<file path="config.mk">
export PLATFORM = sky130hd
export DESIGN_NAME = strict_utf8_stream_decoder
export DESIGN_NICKNAME = d
export VERILOG_FILES = /design/src/rtl/utf8d_pkg.sv /design/src/rtl/utf8d_front.sv /design/src/rtl/utf8d_queue.sv /design/src/rtl/utf8d_back.sv /design/src/rtl/strict_utf8_stream_decoder.sv
export VERILOG_INCLUDE_DIRS = /design/src /design/src/rtl
export SDC_FILE = /design/constraint.sdc
export NUM_CORES = 1
export LEC_CHECK = 0
export BUFFER_PORTS_ARGS = -buffer_cell sky130_fd_sc_hd__buf_2
export CAP_MARGIN = 10
export CORE_ASPECT_RATIO = 1.5
export CORE_UTILIZATION = 45
export CTS_CLUSTER_DIAMETER = 100
export DETAILED_ROUTE_END_ITERATION = 8
export HOLD_SLACK_MARGIN = 0.06
export PLACE_DENSITY = 0.65
export SLEW_MARGIN = 20
export SYNTH_ARGS = -nofsm -noshare
export SYNTH_HDL_FRONTEND = slang
export SYNTH_SLANG_ARGS = --single-unit
</file>
<file path="constraint.sdc">
create_clock -name clk -period 5.1 [get_ports clk]
set_input_delay 0.51 -clock clk [delete_from_list [all_inputs] [get_ports clk]]
set_output_delay 0.51 -clock clk [all_outputs]
set_load 0.02 [all_outputs]
</file>
<file path="src/rtl/strict_utf8_stream_decoder_assert.svh">
`ifndef STRICT_UTF8_STREAM_DECODER_ASSERT_SVH
`define STRICT_UTF8_STREAM_DECODER_ASSERT_SVH

// Check that a condition implies a consequence in the same cycle.
`define UTF8D_ASSERT_SAME(label, cond, cons, msg) \
	label: assert property (@(posedge clk) disable iff (!arst_n) (cond) |-> (cons)) \
		else $error(msg);

// Check that a condition implies a consequence in the next cycle.
`define UTF8D_ASSERT_NEXT(label, cond, cons, msg) \
	label: assert property (@(posedge clk) disable iff (!arst_n) (cond) |=> (cons)) \
		else $error(msg);

`endif

</file>
<file path="src/rtl/utf8d_pkg.sv">
package utf8d_pkg;

	localparam logic [20:0] REPL_CP  = 21'h00FFFD;
	localparam logic [20:0] MAX_CP   = 21'h10FFFF;
	localparam logic [20:0] SURR_LO  = 21'h00D800;
	localparam logic [20:0] SURR_HI  = 21'h00DFFF;
	localparam logic [20:0] MIN_CP2  = 21'h000080;
	localparam logic [20:0] MIN_CP3  = 21'h000800;
	localparam logic [20:0] MIN_CP4  = 21'h010000;

	localparam int QUEUE_DEPTH = 4;

	// Work for the back end from one byte: n_repl replacements, then an
	// optional decoded value.
	typedef struct packed {
		logic [2:0]  n_repl;
		logic        has_val;
		logic [20:0] val_cp;
		logic [2:0]  val_len;
	} desc_t;

	typedef struct packed {
		logic not_empty;
		logic full;
	} q_stat_t;

endpackage

</file>
<file path="src/rtl/utf8d_front.sv">
module utf8d_front (
	input  logic              clk,
	input  logic              arst_n,
	input  logic              accept,
	input  logic [7:0]        data_byte,
	input  logic              end_of_stream,
	output logic              enq,
	output utf8d_pkg::desc_t  desc,
	output logic              pending
);

	logic [2:0]  exp_len_q, exp_len_d;
	logic [1:0]  seen_q, seen_d;
	logic [20:0] part_q, part_d;
	logic [20:0] r_val;
	logic [20:0] least;
	logic [2:0]  seen_inc;
	logic        is_cont;
	logic        r_bad;
	logic        do_start;

	assign is_cont  = (data_byte[7:6] == 2'b10);
	assign r_val    = {part_q[14:0], data_byte[5:0]};
	assign seen_inc = {1'b0, seen_q} + 3'd1;

	always_comb begin
		unique case (exp_len_q)
			3'd2:    least = utf8d_pkg::MIN_CP2;
			3'd3:    least = utf8d_pkg::MIN_CP3;
			default: least = utf8d_pkg::MIN_CP4;
		endcase
	end

	assign r_bad = (r_val < least) || (r_val > utf8d_pkg::MAX_CP) ||
		((r_val >= utf8d_pkg::SURR_LO) && (r_val <= utf8d_pkg::SURR_HI));

	always_comb begin
		desc      = '0;
		exp_len_d = exp_len_q;
		seen_d    = seen_q;
		part_d    = part_q;
		do_start  = 1'b0;

		if (exp_len_q == 3'd0) begin
			do_start = 1'b1;
		end else if (is_cont) begin
			if (seen_inc >= exp_len_q) begin
				if (r_bad) begin
					desc.n_repl = exp_len_q;
				end else begin
					desc.has_val = 1'b1;
					desc.val_cp  = r_val;
					desc.val_len = exp_len_q;
				end
				exp_len_d = 3'd0;
				seen_d    = 2'd0;
				part_d    = '0;
			end else begin
				seen_d = seen_inc[1:0];
				part_d = r_val;
			end
		end else begin
			// broken sequence: replace what was taken, then decode this byte afresh
			desc.n_repl = {1'b0, seen_q};
			exp_len_d   = 3'd0;
			seen_d      = 2'd0;
			part_d      = '0;
			do_start    = 1'b1;
		end

		if (do_start) begin
			priority if (!data_byte[7]) begin
				desc.has_val = 1'b1;
				desc.val_cp  = {13'd0, data_byte};
				desc.val_len = 3'd1;
			end else if (data_byte[7:5] == 3'b110) begin
				exp_len_d = 3'd2;
				seen_d    = 2'd1;
				part_d    = {16'd0, data_byte[4:0]};
			end else if (data_byte[7:4] == 4'b1110) begin
				exp_len_d = 3'd3;
				seen_d    = 2'd1;
				part_d    = {17'd0, data_byte[3:0]};
			end else if (data_byte[7:3] == 5'b11110) begin
				exp_len_d = 3'd4;
				seen_d    = 2'd1;
				part_d    = {18'd0, data_byte[2:0]};
			end else begin
				desc.n_repl = desc.n_repl + 3'd1;
			end
		end

		// flush whatever is still pending at end of stream
		if (end_of_stream && (exp_len_d != 3'd0)) begin
			desc.n_repl = desc.n_repl + {1'b0, seen_d};
			exp_len_d   = 3'd0;
			seen_d      = 2'd0;
			part_d      = '0;
		end
	end

	assign enq     = accept && ((desc.n_repl != 3'd0) || desc.has_val);
	assign pending = (exp_len_q != 3'd0);

	always_ff @(posedge clk or negedge arst_n) begin
		if (!arst_n) begin
			exp_len_q <= 3'd0;
			seen_q    <= 2'd0;
			part_q    <= '0;
		end else if (accept) begin
			exp_len_q <= exp_len_d;
			seen_q    <= seen_d;
			part_q    <= part_d;
		end
	end

endmodule

</file>
<file path="src/rtl/utf8d_queue.sv">
module utf8d_queue #(
	parameter int DEPTH = utf8d_pkg::QUEUE_DEPTH
) (
	input  logic               clk,
	input  logic               arst_n,
	input  logic               enq,
	input  utf8d_pkg::desc_t   enq_desc,
	input  logic               deq,
	output utf8d_pkg::desc_t   head,
	output utf8d_pkg::q_stat_t stat
);

	localparam int PTR_W = (DEPTH > 1) ? $clog2(DEPTH) : 1;
	localparam int CNT_W = $clog2(DEPTH + 1);

	utf8d_pkg::desc_t  slot_q [DEPTH];
	logic [PTR_W-1:0]  wr_ptr_q;
	logic [PTR_W-1:0]  rd_ptr_q;
	logic [CNT_W-1:0]  cnt_q;
	logic              do_enq;
	logic              do_deq;

	assign stat.not_empty = (cnt_q != '0);
	assign stat.full      = (cnt_q == CNT_W'(DEPTH));
	assign do_enq         = enq && !stat.full;
	assign do_deq         = deq && stat.not_empty;
	assign head           = slot_q[rd_ptr_q];

	always_ff @(posedge clk) begin
		if (do_enq) begin
			slot_q[wr_ptr_q] <= enq_desc;
		end
	end

	always_ff @(posedge clk or negedge arst_n) begin
		if (!arst_n) begin
			wr_ptr_q <= '0;
			rd_ptr_q <= '0;
			cnt_q    <= '0;
		end else begin
			if (do_enq) begin
				wr_ptr_q <= (wr_ptr_q == PTR_W'(DEPTH - 1)) ? '0 : wr_ptr_q + 1'b1;
			end
			if (do_deq) begin
				rd_ptr_q <= (rd_ptr_q == PTR_W'(DEPTH - 1)) ? '0 : rd_ptr_q + 1'b1;
			end
			if (do_enq && !do_deq) begin
				cnt_q <= cnt_q + 1'b1;
			end else if (do_deq && !do_enq) begin
				cnt_q <= cnt_q - 1'b1;
			end
		end
	end

endmodule

</file>
<file path="src/rtl/utf8d_back.sv">
module utf8d_back (
	input  logic               clk,
	input  logic               arst_n,
	input  utf8d_pkg::desc_t   head,
	input  utf8d_pkg::q_stat_t stat,
	output logic               deq,
	input  logic               pop,
	output logic               empty,
	output logic [20:0]        code_point,
	output logic               replaced,
	output logic [2:0]         byte_count,
	output logic               last_of_run
);

	logic [2:0] idx_q;
	logic [2:0] total;
	logic       is_last;
	logic       load;
	logic       out_v_q;
	logic       take;

	assign total   = head.n_repl + {2'b00, head.has_val};
	assign is_last = ((idx_q + 3'd1) == total);
	assign take    = pop && out_v_q;
	assign load    = stat.not_empty && (!out_v_q || take);
	assign deq     = load && is_last;
	assign empty   = !out_v_q;

	always_ff @(posedge clk or negedge arst_n) begin
		if (!arst_n) begin
			out_v_q <= 1'b0;
			idx_q   <= 3'd0;
		end else begin
			if (load) begin
				out_v_q <= 1'b1;
				idx_q   <= is_last ? 3'd0 : idx_q + 3'd1;
			end else if (take) begin
				out_v_q <= 1'b0;
			end
		end
	end

	// replacements go out first, the decoded value last
	always_ff @(posedge clk) begin
		if (load) begin
			if (idx_q < head.n_repl) begin
				code_point <= utf8d_pkg::REPL_CP;
				replaced   <= 1'b1;
				byte_count <= 3'd1;
			end else begin
				code_point <= head.val_cp;
				replaced   <= 1'b0;
				byte_count <= head.val_len;
			end
			last_of_run <= is_last;
		end
	end

endmodule

</file>
<file path="src/rtl/strict_utf8_stream_decoder.sv">
// The first word caused by an accepted byte is written into the queue and then loaded into the
// output register; each further word from the same byte is loaded once the one before is popped.
// Throughput: one byte per cycle while the queue is not full and bytes give at most one word each;
// the back end emits one word per cycle while words are popped, so bytes giving several words drain through the queue.
// Reset: arst_n clears the pending sequence, the queue and the output valid flag.
`include "strict_utf8_stream_decoder_assert.svh"

module strict_utf8_stream_decoder #(
	parameter int QUEUE_DEPTH = utf8d_pkg::QUEUE_DEPTH
) (
	input  logic        clk,
	input  logic        arst_n,
	input  logic        push,
	output logic        full,
	input  logic [7:0]  data_byte,
	input  logic        end_of_stream,
	output logic        empty,
	input  logic        pop,
	output logic [20:0] code_point,
	output logic        replaced,
	output logic [2:0]  byte_count,
	output logic        last_of_run
);

	utf8d_pkg::desc_t   desc;
	utf8d_pkg::desc_t   head;
	utf8d_pkg::q_stat_t stat;
	logic               accept;
	logic               enq;
	logic               deq;
	logic               pending;

	assign full   = stat.full;
	assign accept = push && !stat.full;

	utf8d_front u_front (
		.clk           (clk),
		.arst_n        (arst_n),
		.accept        (accept),
		.data_byte     (data_byte),
		.end_of_stream (end_of_stream),
		.enq           (enq),
		.desc          (desc),
		.pending       (pending)
	);

	utf8d_queue #(
		.DEPTH (QUEUE_DEPTH)
	) u_queue (
		.clk      (clk),
		.arst_n   (arst_n),
		.enq      (enq),
		.enq_desc (desc),
		.deq      (deq),
		.head     (head),
		.stat     (stat)
	);

	utf8d_back u_back (
		.clk         (clk),
		.arst_n      (arst_n),
		.head        (head),
		.stat        (stat),
		.deq         (deq),
		.pop         (pop),
		.empty       (empty),
		.code_point  (code_point),
		.replaced    (replaced),
		.byte_count  (byte_count),
		.last_of_run (last_of_run)
	);

	`UTF8D_ASSERT_SAME(a_repl_form, !empty && replaced, (code_point == utf8d_pkg::REPL_CP) && (byte_count == 3'd1), "replacement word malformed")
	`UTF8D_ASSERT_SAME(a_scalar_ok, !empty && !replaced, (code_point <= utf8d_pkg::MAX_CP) && !((code_point >= utf8d_pkg::SURR_LO) && (code_point <= utf8d_pkg::SURR_HI)) && (byte_count != 3'd0) && (byte_count <= 3'd4), "decoded word out of range")
	`UTF8D_ASSERT_NEXT(a_eos_flush, push && !full && end_of_stream, !pending, "sequence still pending after end of stream")
	`UTF8D_ASSERT_SAME(a_no_deq_empty, deq, stat.not_empty, "queue drained while empty")

endmodule
</file>
# After elaboration in Yosys (flattened, before gate mapping)
# Memory sizes are Yosys's and may differ from the RTL's.
# Index checks and enable logic that the tools add are counted.
[classes] add_sub_neg=9 magnitude_cmp=6 eq_ne=10 mux=53 reduce_logical=25
[ops] cell="2-to-1 mux 21 bit" count=9
[ops] cell="2-to-1 mux 28 bit" count=3
[ops] cell="2-to-1 mux 25 bit" count=3
[ops] cell="2-to-1 mux 3 bit" count=19
[ops] cell="case mux 17 bit (2 select lines)" count=1
[ops] cell="2-to-1 mux 2 bit" count=11
[ops] cell="greater-or-equal comparator 21 x 16 -> 1 bit (second input constant)" count=1
[ops] cell="greater-than comparator 21 bit (second input constant)" count=1
[ops] cell="less-or-equal comparator 21 x 16 -> 1 bit (second input constant)" count=1
[ops] cell="less-than comparator 21 x 17 -> 1 bit" count=1
[ops] cell="logical AND 1 bit" count=11
[ops] cell="adder 3 x 1 -> 3 bit (second input constant)" count=3
[ops] cell="nonzero test 3 bit" count=3
[ops] cell="2-to-1 mux 1 bit" count=7
[ops] cell="== test 2 bit (second input constant)" count=3
[ops] cell="== test 3 x 2 -> 1 bit (second input constant)" count=2
[ops] cell="== test 3 bit (second input constant)" count=2
[ops] cell="== test 5 bit (second input constant)" count=1
[ops] cell="adder 2 x 1 -> 2 bit (second input constant)" count=2
[ops] cell="== test 4 bit (second input constant)" count=1
[ops] cell="zero test 1 bit" count=4
[ops] cell="logical OR 1 bit" count=4
[ops] cell="nonzero test 2 bit" count=2
[ops] cell="adder 2 x 1 -> 3 bit (second input constant)" count=1
[ops] cell="other kinds (7)" count=7
[totals] regBits=63 mem_bits_rw=112 in_bits=13 mem_count=1
[memory_table] name="u_queue.slot_q" depth=4 width=28 read_ports=1 rd_ports_with_merged_regs=0 wr=1 line_no="utf8d_queue.sv:16" text="utf8d_pkg::desc_t slot_q [DEPTH];"

# Longest topological paths before layout
# Gate-level depths: netlist of the first run.
[logic_depth] depth_word=25 ltp_mapped=23 ltp_nobuf=23

# By module
# A second synthesis of the first run with hierarchy kept.
[unflattened] hier_cells=441 hier_area_um2=7318.3
[modules_own_cells] module="utf8d_queue" instances=1 cells_each=183 area_each_um2=4491.8 seq_area_each_um2=3538.4
[modules_own_cells] module="utf8d_front" instances=1 cells_each=168 area_each_um2=1544.0 seq_area_each_um2=500.5
[modules_own_cells] module="utf8d_back" instances=1 cells_each=89 area_each_um2=1268.7 seq_area_each_um2=880.8
[modules_own_cells] module="strict_utf8_stream_decoder" instances=1 cells_each=1 area_each_um2=13.8 seq_area_each_um2=0.0

# Least setup slack after synthesis of the first run
# Ideal clock, no wire load.
[synth_timing] kind="flip-flop to flip-flop" start="register u_front.seen_q[0]" end="register u_queue.cnt_q[2]" t_arrival_ns=4.602 path_slack_ns=0.419 path_stages_with_launch=22 synth_period_minus_slack_ns=4.681 cell_sequence="dfrtp_1 -> ha_1 -> ha_1 -> nand2_1 -> o21ai_4 -> nand2_1 -> o31ai_1 -> a22oi_1 -> nor2_1 -> ha_1 -> o21ai_0 -> nor2_1 -> a211oi_1 -> fa_1 -> mux2i_1 -> o41a_4 -> ha_1 -> inv_1 -> fa_1 -> xor2_1 -> nor2_1 -> xor2_1"
[synth_lines] item="from (decl)" line_no="utf8d_front.sv:13" text="logic [1:0] seen_q, seen_d;"
[synth_lines] item="from (signal assigned)" line_no="utf8d_front.sv:112" text="seen_q <= seen_d;"
[synth_lines] item="to (signal assigned)" line_no="utf8d_queue.sv:48" text="cnt_q <= cnt_q + 1'b1;"
[synth_lines] item="to (signal assigned)" line_no="utf8d_queue.sv:50" text="cnt_q <= cnt_q - 1'b1;"
[synth_lines] item="to (decl)" line_no="utf8d_queue.sv:19" text="logic [CNT_W-1:0] cnt_q;"

==> insert_results.sql, run 1 <==
INSERT INTO impl_metrics (metric_group, metric, value, unit) VALUES
('outcome', 'run_status', 'complete, no violations', ''),
('floorplanning', 'row_count', '56', ''),
('synth', 'synth_top_cell_by_area', 'sky130_fd_sc_hd__edfxtp_1', ''),
('placement', 'routabilityCongestion', '0.882', ''),
('sta', 'report.final.setup_viol', '0', ''),
('grt', 'globalRouteOverflowTotal', '0', ''),
('grt', 'grt_max_degree', '32', ''),
('grt', 'track_usage', '0.172', ''),
('clocking', 'clock-root-buffer', 'sky130_fd_sc_hd__clkbuf_16', ''),
('worst_setup_path', 'cp.arrival', '5140', 'ps'),
('floorplanning', 'num_io_pins', '41', ''),
('floorplanning', 'dieHeight', '158', 'um'),
('clocking', 'cts-htree-levels', '4', ''),
('route', 'routed_via_density', '5.54', ''),
('synth', 'synth_cell_types', '62', ''),
('synth', 'synthesis.yosys.warnings', '0', ''),
('clocking', 'numClockSinks', '169', ''),
('sta', 'slew_violations', '0', ''),
('synth', 'syn-num-nets', '478', ''),
('floorplanning', 'initial_utilization', '0.464', ''),
('synth', 'synthCells', '444', ''),
('synth', 'synth_edf_count', '138', ''),
('finish', 'layout-drive-gt1-share', '0.326', ''),
('finish', 'nets', '533', ''),
('worst_setup_path', 'critPathKind', 'reg -> reg', ''),
('finish', 'layout-area-overhead-vs-synth', '15.0', '%'),
('route', 'detailedRoute.firstPassIterationCount', '5', ''),
('grt', 'first_global_vias', '4157', ''),
('sta', 'worstMarginPinSlew', '754', 'ps'),
('clocking', 'tritoncts_clock_tree', 'done', ''),
('clocking', 'worst_setup_hold_path_clk_slew', '70', 'ps'),
('placement', 'place.port_buffers', '40', ''),
('sta', 'rsz0062_at_grt', 'no', ''),
('sta', 'finalHoldWorstSlack', '161', 'ps'),
('synth', 'synth_area_per_cell', '16.5', 'um^2'),
('sta', 'final_hold_viol_count', '0', ''),
('route', 'totalWireLength', '13.2', 'mm'),
('synth', 'synth-seq-cells', '169', ''),
('synth', 'yosysSeqAreaShare', '0.672', ''),
('sta', 'fin_tns_setup', '0', 'ps'),
('route', 'drt_drc_violations_left', '0', ''),
('synth', 'share_of_yosys_cell_area_claimed_by_the_top_area_cell_type', '0.566', ''),
('pwr', 'peakVddDrop', '0.229', 'mV'),
('clocking', 'hold_buffers', '0', ''),
('sta', 'clock.fmax', '0.208', 'GHz'),
('placement', 'hpwlAfterDp', '8.46', 'mm'),
('route', 'final_antenna_net_count', '0', ''),
('clocking', 'clock_path_buffers', '2', ''),
('route', 'first_iter_violations', '249', ''),
('finish', 'n_antenna_cell', '0', ''),
('synth', 'async_reset_ff_frac', '0.183', ''),
('synth', 'netlist_top_cells_area', 'sky130_fd_sc_hd__edfxtp_1, sky130_fd_sc_hd__dfrtp_1, sky130_fd_sc_hd__mux4_2', ''),
('floorplanning', 'placeableCoreArea', '15800', 'um^2'),
('grt', 'grt_pass1_wl', '21.7', 'mm'),
('hold_path', 'min-delay-path-class', 'in -> async', ''),
('route', 'drt-wirelength-per-cell', '18.5', 'um'),
('floorplanning', 'floorplan.die_area', '16800', 'um^2'),
('pwr', 'power_density', '565', 'nW/um^2'),
('route', 'route.vias.total', '3960', ''),
('sta', 'slew_headroom', '0.497', ''),
('grt', 'grt_antenna_before_repair', '0', ''),
('floorplanning', 'die_x', '106', 'um'),
('clocking', 'clk_latency', '420', 'ps'),
('worst_setup_path', 'cp_max_fo', '9', ''),
('worst_setup_path', 'end_kind', 'register', ''),
('synth', 'synthesis.area', '7320', 'um^2'),
('sta', 'fin_worst_skew', '11.6', 'ps'),
('pwr', 'p_leak', '0.00314', 'uW'),
('sta', 'finalWorstPathRequiredPeriod', '4800', 'ps'),
('sta', 'finalCritPeriodShare', '0.941', ''),
('worst_setup_path', 'worst_ep_required_time', '5440', 'ps'),
('pwr', 'power.total', '4750', 'uW'),
('run', 'cap_viol_max_count', '0', ''),
('clocking', 'cts_buffers', '17', ''),
('synth', 'dominantRegCellSynth', 'sky130_fd_sc_hd__edfxtp_1', ''),
('worst_setup_path', 'worstSetupStartpointType', 'register', '');
## layer usage
layer	vias to the layer above	wire [um]	global-route usage
met1	2023	5490	0.208
met4	0	257	0.0734
met5	-	0	0
li1	1830	-	-
met3	21	444	0.0317
met2	86	7010	0.301
## area by class of cell
class                           count  area [um^2]
Sequential cell                   169         4920
Clock inverter                     14          124
Clock buffer                       18          429
Fill cell                        1260         7350
Tap cell                          203          254
Inverter                           17         63.8
Multi-Input combinational cell    241         2270
Timing Repair Buffer               53          348
## timing repair
action | in CTS | in global routing
setup endpoints to repair | 0 | 2
gates resized for setup | 0 | 5
buffers inserted | 0 | 1
## critical path: stages (launching register included)
cell and delay [ps]:
sky130_fd_sc_hd__dfrtp_1 440, sky130_fd_sc_hd__ha_1 340, sky130_fd_sc_hd__ha_1 280, sky130_fd_sc_hd__nand2_1 80
sky130_fd_sc_hd__o21ai_4 240, sky130_fd_sc_hd__nand2_1 140, sky130_fd_sc_hd__o31ai_2 320, sky130_fd_sc_hd__a22oi_1 110
sky130_fd_sc_hd__nor2_1 120, sky130_fd_sc_hd__ha_1 230, sky130_fd_sc_hd__o21ai_0 80, sky130_fd_sc_hd__nor2_1 70
sky130_fd_sc_hd__a211oi_2 240, sky130_fd_sc_hd__fa_1 450, sky130_fd_sc_hd__mux2i_2 220, sky130_fd_sc_hd__o41a_4 220
sky130_fd_sc_hd__ha_1 190, sky130_fd_sc_hd__inv_1 70, sky130_fd_sc_hd__fa_1 430, sky130_fd_sc_hd__xor2_1 170
sky130_fd_sc_hd__nor2_1 120, sky130_fd_sc_hd__xor2_1 160
## where the power goes
group	switching (uW)	internal (uW)	leakage, uW	total [uW]
Combinational	825	687	0.00118	1510
Clock	534	676	0.000272	1210
Sequential	142	1890	0.00169	2030
## path summary, 6_finish.rpt
kind                       slack [ps]  depth (start not counted)                   to              start
hold / removal                    160                          1  u_queue.rd_ptr_q[1]             arst_n
max in group asynchronous        4420                          1  u_queue.rd_ptr_q[0]             arst_n
min in group clk                  290                          2       u_back.out_v_q                pop
setup reg to reg                  300                         21     u_queue.cnt_q[2]  u_front.seen_q[0]
hold reg to reg                   510                          1     u_queue.cnt_q[2]   u_queue.cnt_q[2]
setup / recovery                  300                         21     u_queue.cnt_q[2]  u_front.seen_q[0]
## synth_stat cells, drive strengths merged (2+ instances only)
library cell	number
edfxtp	138
dfrtp	31
mux4	28
nand2	24
ha	19
inv	17
or2	17
a22o	15
and3	15
and2	14
o21ai	11
clkbuf	10
nor2	10
nor2b	10
buf	7
mux2	7
nor3	7
o31ai	6
xor2	5
a21oi	4
or3	4
xnor2	4
a211oi	3
a21o	3
a22oi	3
nand2b	3
nand3	3
or4	3
fa	2
nand4b	2
nor4	2
o41ai	2
or2b	2
## cells in the final DEF, fill, tap and decap left out, types with 10 or more instances in the layout
cell type                   count
sky130_fd_sc_hd__nand2_1       24
sky130_fd_sc_hd__a22o_1        14
sky130_fd_sc_hd__clkbuf_16     17
sky130_fd_sc_hd__dfrtp_1       30
sky130_fd_sc_hd__nor2_1        10
sky130_fd_sc_hd__edfxtp_1     138
sky130_fd_sc_hd__inv_1         16
sky130_fd_sc_hd__or2_2         17
sky130_fd_sc_hd__ha_1          19
sky130_fd_sc_hd__mux4_2        28
sky130_fd_sc_hd__buf_2         40
sky130_fd_sc_hd__nor2b_1       10
## registers in the layout, summed over array words and instances, names as in the netlist, 2 cells and up
| signal | flops |
|---|---|
| u_queue.slot_q | 112 |
| u_back.code_point | 21 |
| u_front.part_q | 15 |
| u_back.byte_count | 3 |
| u_back.idx_q | 3 |
| u_front.exp_len_q | 3 |
| u_queue.cnt_q | 3 |
| u_front.seen_q | 2 |
| u_queue.rd_ptr_q | 2 |
| u_queue.wr_ptr_q | 2 |
## metrics by stage
step / instances / utilization / setup slack, ps / area, um^2
4_1_cts: 713 / 0.531 / 107 / 8380
3_5_place_dp: 681 / 0.496 / 119 / 7820
2_1_floorplan: 444 / - / 419 / 7320
6_report: 715 / 0.534 / 300 / 8410
5_1_grt: 715 / 0.534 / 11.4 / 8410
3_3_place_gp: 681 / 0.496 / 312 / 7820
## cells by family after synthesis
family / count (synthesis) / share of synthesized area
and+or+nand+nor: 119 / 0.0968
buffers and inverters: 34 / 0.0202
DFF: 169 / 0.672
xor gates and xnor gates: 9 / 0.0108
muxes: 36 / 0.0993
adders and majority gates: 21 / 0.0380
AOI/OAI and AO/OA: 56 / 0.0627
Note: power is estimated with default switching activity, not from simulation.
==> inputs of run 2 (changes only) <==
- clock period: 5.1 -> 5.6 ns (I/O delays scaled with it)
==> insert_results.sql, run 2 (synthesis results as in run 1) <==
INSERT INTO impl_metrics (metric_group, metric, value, unit) VALUES
('clocking', 'clock_path_buffers', '2', ''),
('pwr', 'p_leak', '0.00311', 'uW'),
('floorplanning', 'dieHeight', '158', 'um'),
('floorplanning', 'die_x', '106', 'um'),
('placement', 'place_inst', '677', ''),
('sta', 'final_hold_viol_count', '0', ''),
('floorplanning', 'floorplan.die_area', '16800', 'um^2'),
('route', 'first_iter_violations', '201', ''),
('clocking', 'clk_latency', '410', 'ps'),
('grt', 'first_global_vias', '3948', ''),
('hold_path', 'min-delay-path-class', 'in -> async', ''),
('finish', 'n_antenna_cell', '0', ''),
('clocking', 'clock-root-buffer', 'sky130_fd_sc_hd__clkbuf_16', ''),
('sta', 'fin_worst_skew', '10.9', 'ps'),
('pwr', 'power_density', '521', 'nW/um^2'),
('worst_setup_path', 'timing.reg2reg.setup_slack', '390', 'ps'),
('worst_setup_path', 'worst_reg_to_reg_cells', '21', ''),
('worst_setup_path', 'end_kind', 'register', ''),
('grt', 'track_usage', '0.167', ''),
('sta', 'finalCritPeriodShare', '0.931', ''),
('route', 'route.vias.total', '3920', ''),
('placement', 'detailed_place.area', '7740', 'um^2'),
('finish', 'layout.cell_area.non_filler', '8350', 'um^2'),
('finish', 'mostFrequentLayoutCell', 'sky130_fd_sc_hd__edfxtp_1', ''),
('run', 'cap_viol_max_count', '0', ''),
('placement', 'hpwlAfterDp', '8.38', 'mm'),
('grt', 'grt_max_degree', '32', ''),
('floorplanning', 'initial_utilization', '0.464', ''),
('grt', 'grt_pass1_wl', '20.8', 'mm'),
('route', 'detailedRoute.firstPassIterationCount', '4', ''),
('clocking', 'worst_setup_hold_path_clk_slew', '70', 'ps'),
('finish', 'most_flop_heavy_register', 'u_queue.slot_q', ''),
('grt', 'globalRouteOverflowTotal', '0', ''),
('finish', 'nets', '528', ''),
('sta', 'setup_slack', '389', 'ps'),
('floorplanning', 'row_count', '56', ''),
('worst_setup_path', 'cp.arrival', '5550', 'ps'),
('clocking', 'hold_buffers', '0', ''),
('worst_setup_path', 'cp_max_fo', '9', ''),
('placement', 'routabilityCongestion', '0.862', ''),
('route', 'final_antenna_net_count', '0', ''),
('finish', 'multi_input_comb_area', '2260', 'um^2'),
('worst_setup_path', 'worst_ep_required_time', '5930', 'ps'),
('route', 'drt-wirelength-per-cell', '18.4', 'um'),
('outcome', 'run_status', 'complete, no violations', ''),
('clocking', 'cts_post_setup_buffers_inserted', '0', ''),
('placement', 'dp_worst_setup_slack', '375', 'ps'),
('clocking', 'cts-htree-levels', '4', ''),
('finish', 'instances_no_fill', '710', ''),
('route', 'totalWireLength', '13.0', 'mm'),
('sta', 'finalHoldWorstSlack', '206', 'ps'),
('sta', 'worstMarginPinSlew', '743', 'ps'),
('route', 'routed-wl-met3', '512', 'um'),
('floorplanning', 'num_io_pins', '41', ''),
('worst_setup_path', 'worstSetupStartpointType', 'register', ''),
('sta', 'slew_violations', '0', ''),
('finish', 'layout-area-overhead-vs-synth', '14.1', '%'),
('finish', 'seq_area', '4920', 'um^2'),
('grt', 'grt_antenna_before_repair', '0', ''),
('clocking', 'tritoncts_clock_tree', 'done', ''),
('placement', 'place.port_buffers', '40', ''),
('finish', 'layout-drive-gt1-share', '0.316', ''),
('route', 'top_layer', 'met4', ''),
('finish', 'largest_register_ffs', '112', ''),
('pwr', 'peakVddDrop', '0.338', 'mV'),
('clocking', 'cts_buffers', '17', ''),
('route', 'route.met2.wl', '7.03', 'mm'),
('finish', 'layout.cells.most_common_list', 'sky130_fd_sc_hd__edfxtp_1, sky130_fd_sc_hd__buf_2, sky130_fd_sc_hd__dfrtp_1', ''),
('sta', 'slew_headroom', '0.504', ''),
('route', 'drt_drc_violations_left', '0', ''),
('route', 'routed_via_density', '5.52', ''),
('sta', 'finalWorstPathRequiredPeriod', '5210', 'ps'),
('route', 'wl_met1', '5.33', 'mm'),
('worst_setup_path', 'critPathKind', 'reg -> reg', ''),
('clocking', 'numClockSinks', '169', ''),
('clocking', 'post_cts_resized', '0', ''),
('floorplanning', 'placeableCoreArea', '15800', 'um^2'),
('sta', 'report.final.setup_viol', '0', ''),
('sta', 'clock.fmax', '0.192', 'GHz'),
('finish', 'reg_top3', 'u_queue.slot_q: 112 flops, u_back.code_point: 21 flops, u_front.part_q: 15 flops', ''),
('finish', 'fillerInstances', '1292', '');
==> run 2: worst max-delay path: stages, from the launching register on <==
cell and delay [ps]:
sky130_fd_sc_hd__dfrtp_1 440, sky130_fd_sc_hd__ha_1 350, sky130_fd_sc_hd__ha_1 280, sky130_fd_sc_hd__nand2_1 80, sky130_fd_sc_hd__o21ai_4 240, sky130_fd_sc_hd__nand2_1 140
sky130_fd_sc_hd__o31ai_1 400, sky130_fd_sc_hd__a22oi_1 120, sky130_fd_sc_hd__nor2_1 110, sky130_fd_sc_hd__ha_1 220, sky130_fd_sc_hd__o21ai_0 70, sky130_fd_sc_hd__nor2_1 60
sky130_fd_sc_hd__a211oi_1 450, sky130_fd_sc_hd__fa_1 500, sky130_fd_sc_hd__mux2i_2 310, sky130_fd_sc_hd__o41a_4 250, sky130_fd_sc_hd__ha_1 190, sky130_fd_sc_hd__inv_1 70
sky130_fd_sc_hd__fa_1 430, sky130_fd_sc_hd__xor2_1 170, sky130_fd_sc_hd__nor2_1 110, sky130_fd_sc_hd__xor2_1 170
==> run 2: final timing paths <==
kind                                   start                   to
max                        u_front.seen_q[0]     u_queue.cnt_q[2]
min                                   arst_n      u_back.idx_q[1]
max reg2reg                u_front.seen_q[0]     u_queue.cnt_q[2]
min reg2reg                 u_queue.cnt_q[2]     u_queue.cnt_q[2]
max in group asynchronous             arst_n  u_queue.rd_ptr_q[0]
min in group clk                         pop       u_back.out_v_q
==> run 2: per-layer routing <==
layer  vias to the layer above  track usage
met5                         -            0
met4                         0       0.0708
met3                        11       0.0292
met2                       107        0.303
met1                      1983        0.194
li1                       1819            -
==> run 2: area by class of cell <==
type,instances,area share
Sequential cell,169,0.589
Tap cell,203,0.0304
Multi-Input combinational cell,241,0.271
Clock inverter,13,0.0190
Inverter,17,0.00764
Timing Repair Buffer,48,0.0312
Clock buffer,19,0.0518
==> run 2: through the flow <==
step                power [uW]  setup TNS (ps)  utilization
detailed placement        3250               0        0.491
CTS                       4410               0        0.529
global route              4590           -13.5        0.530
floorplan                 2870               0            -
global placement          3200               0        0.491
finish                    4350               0        0.530
==> run 2: power breakdown <==
group          internal [uW]  switching, uW
Combinational            601            757
Clock                    671            490
Sequential              1720            118
Total                   2990           1360
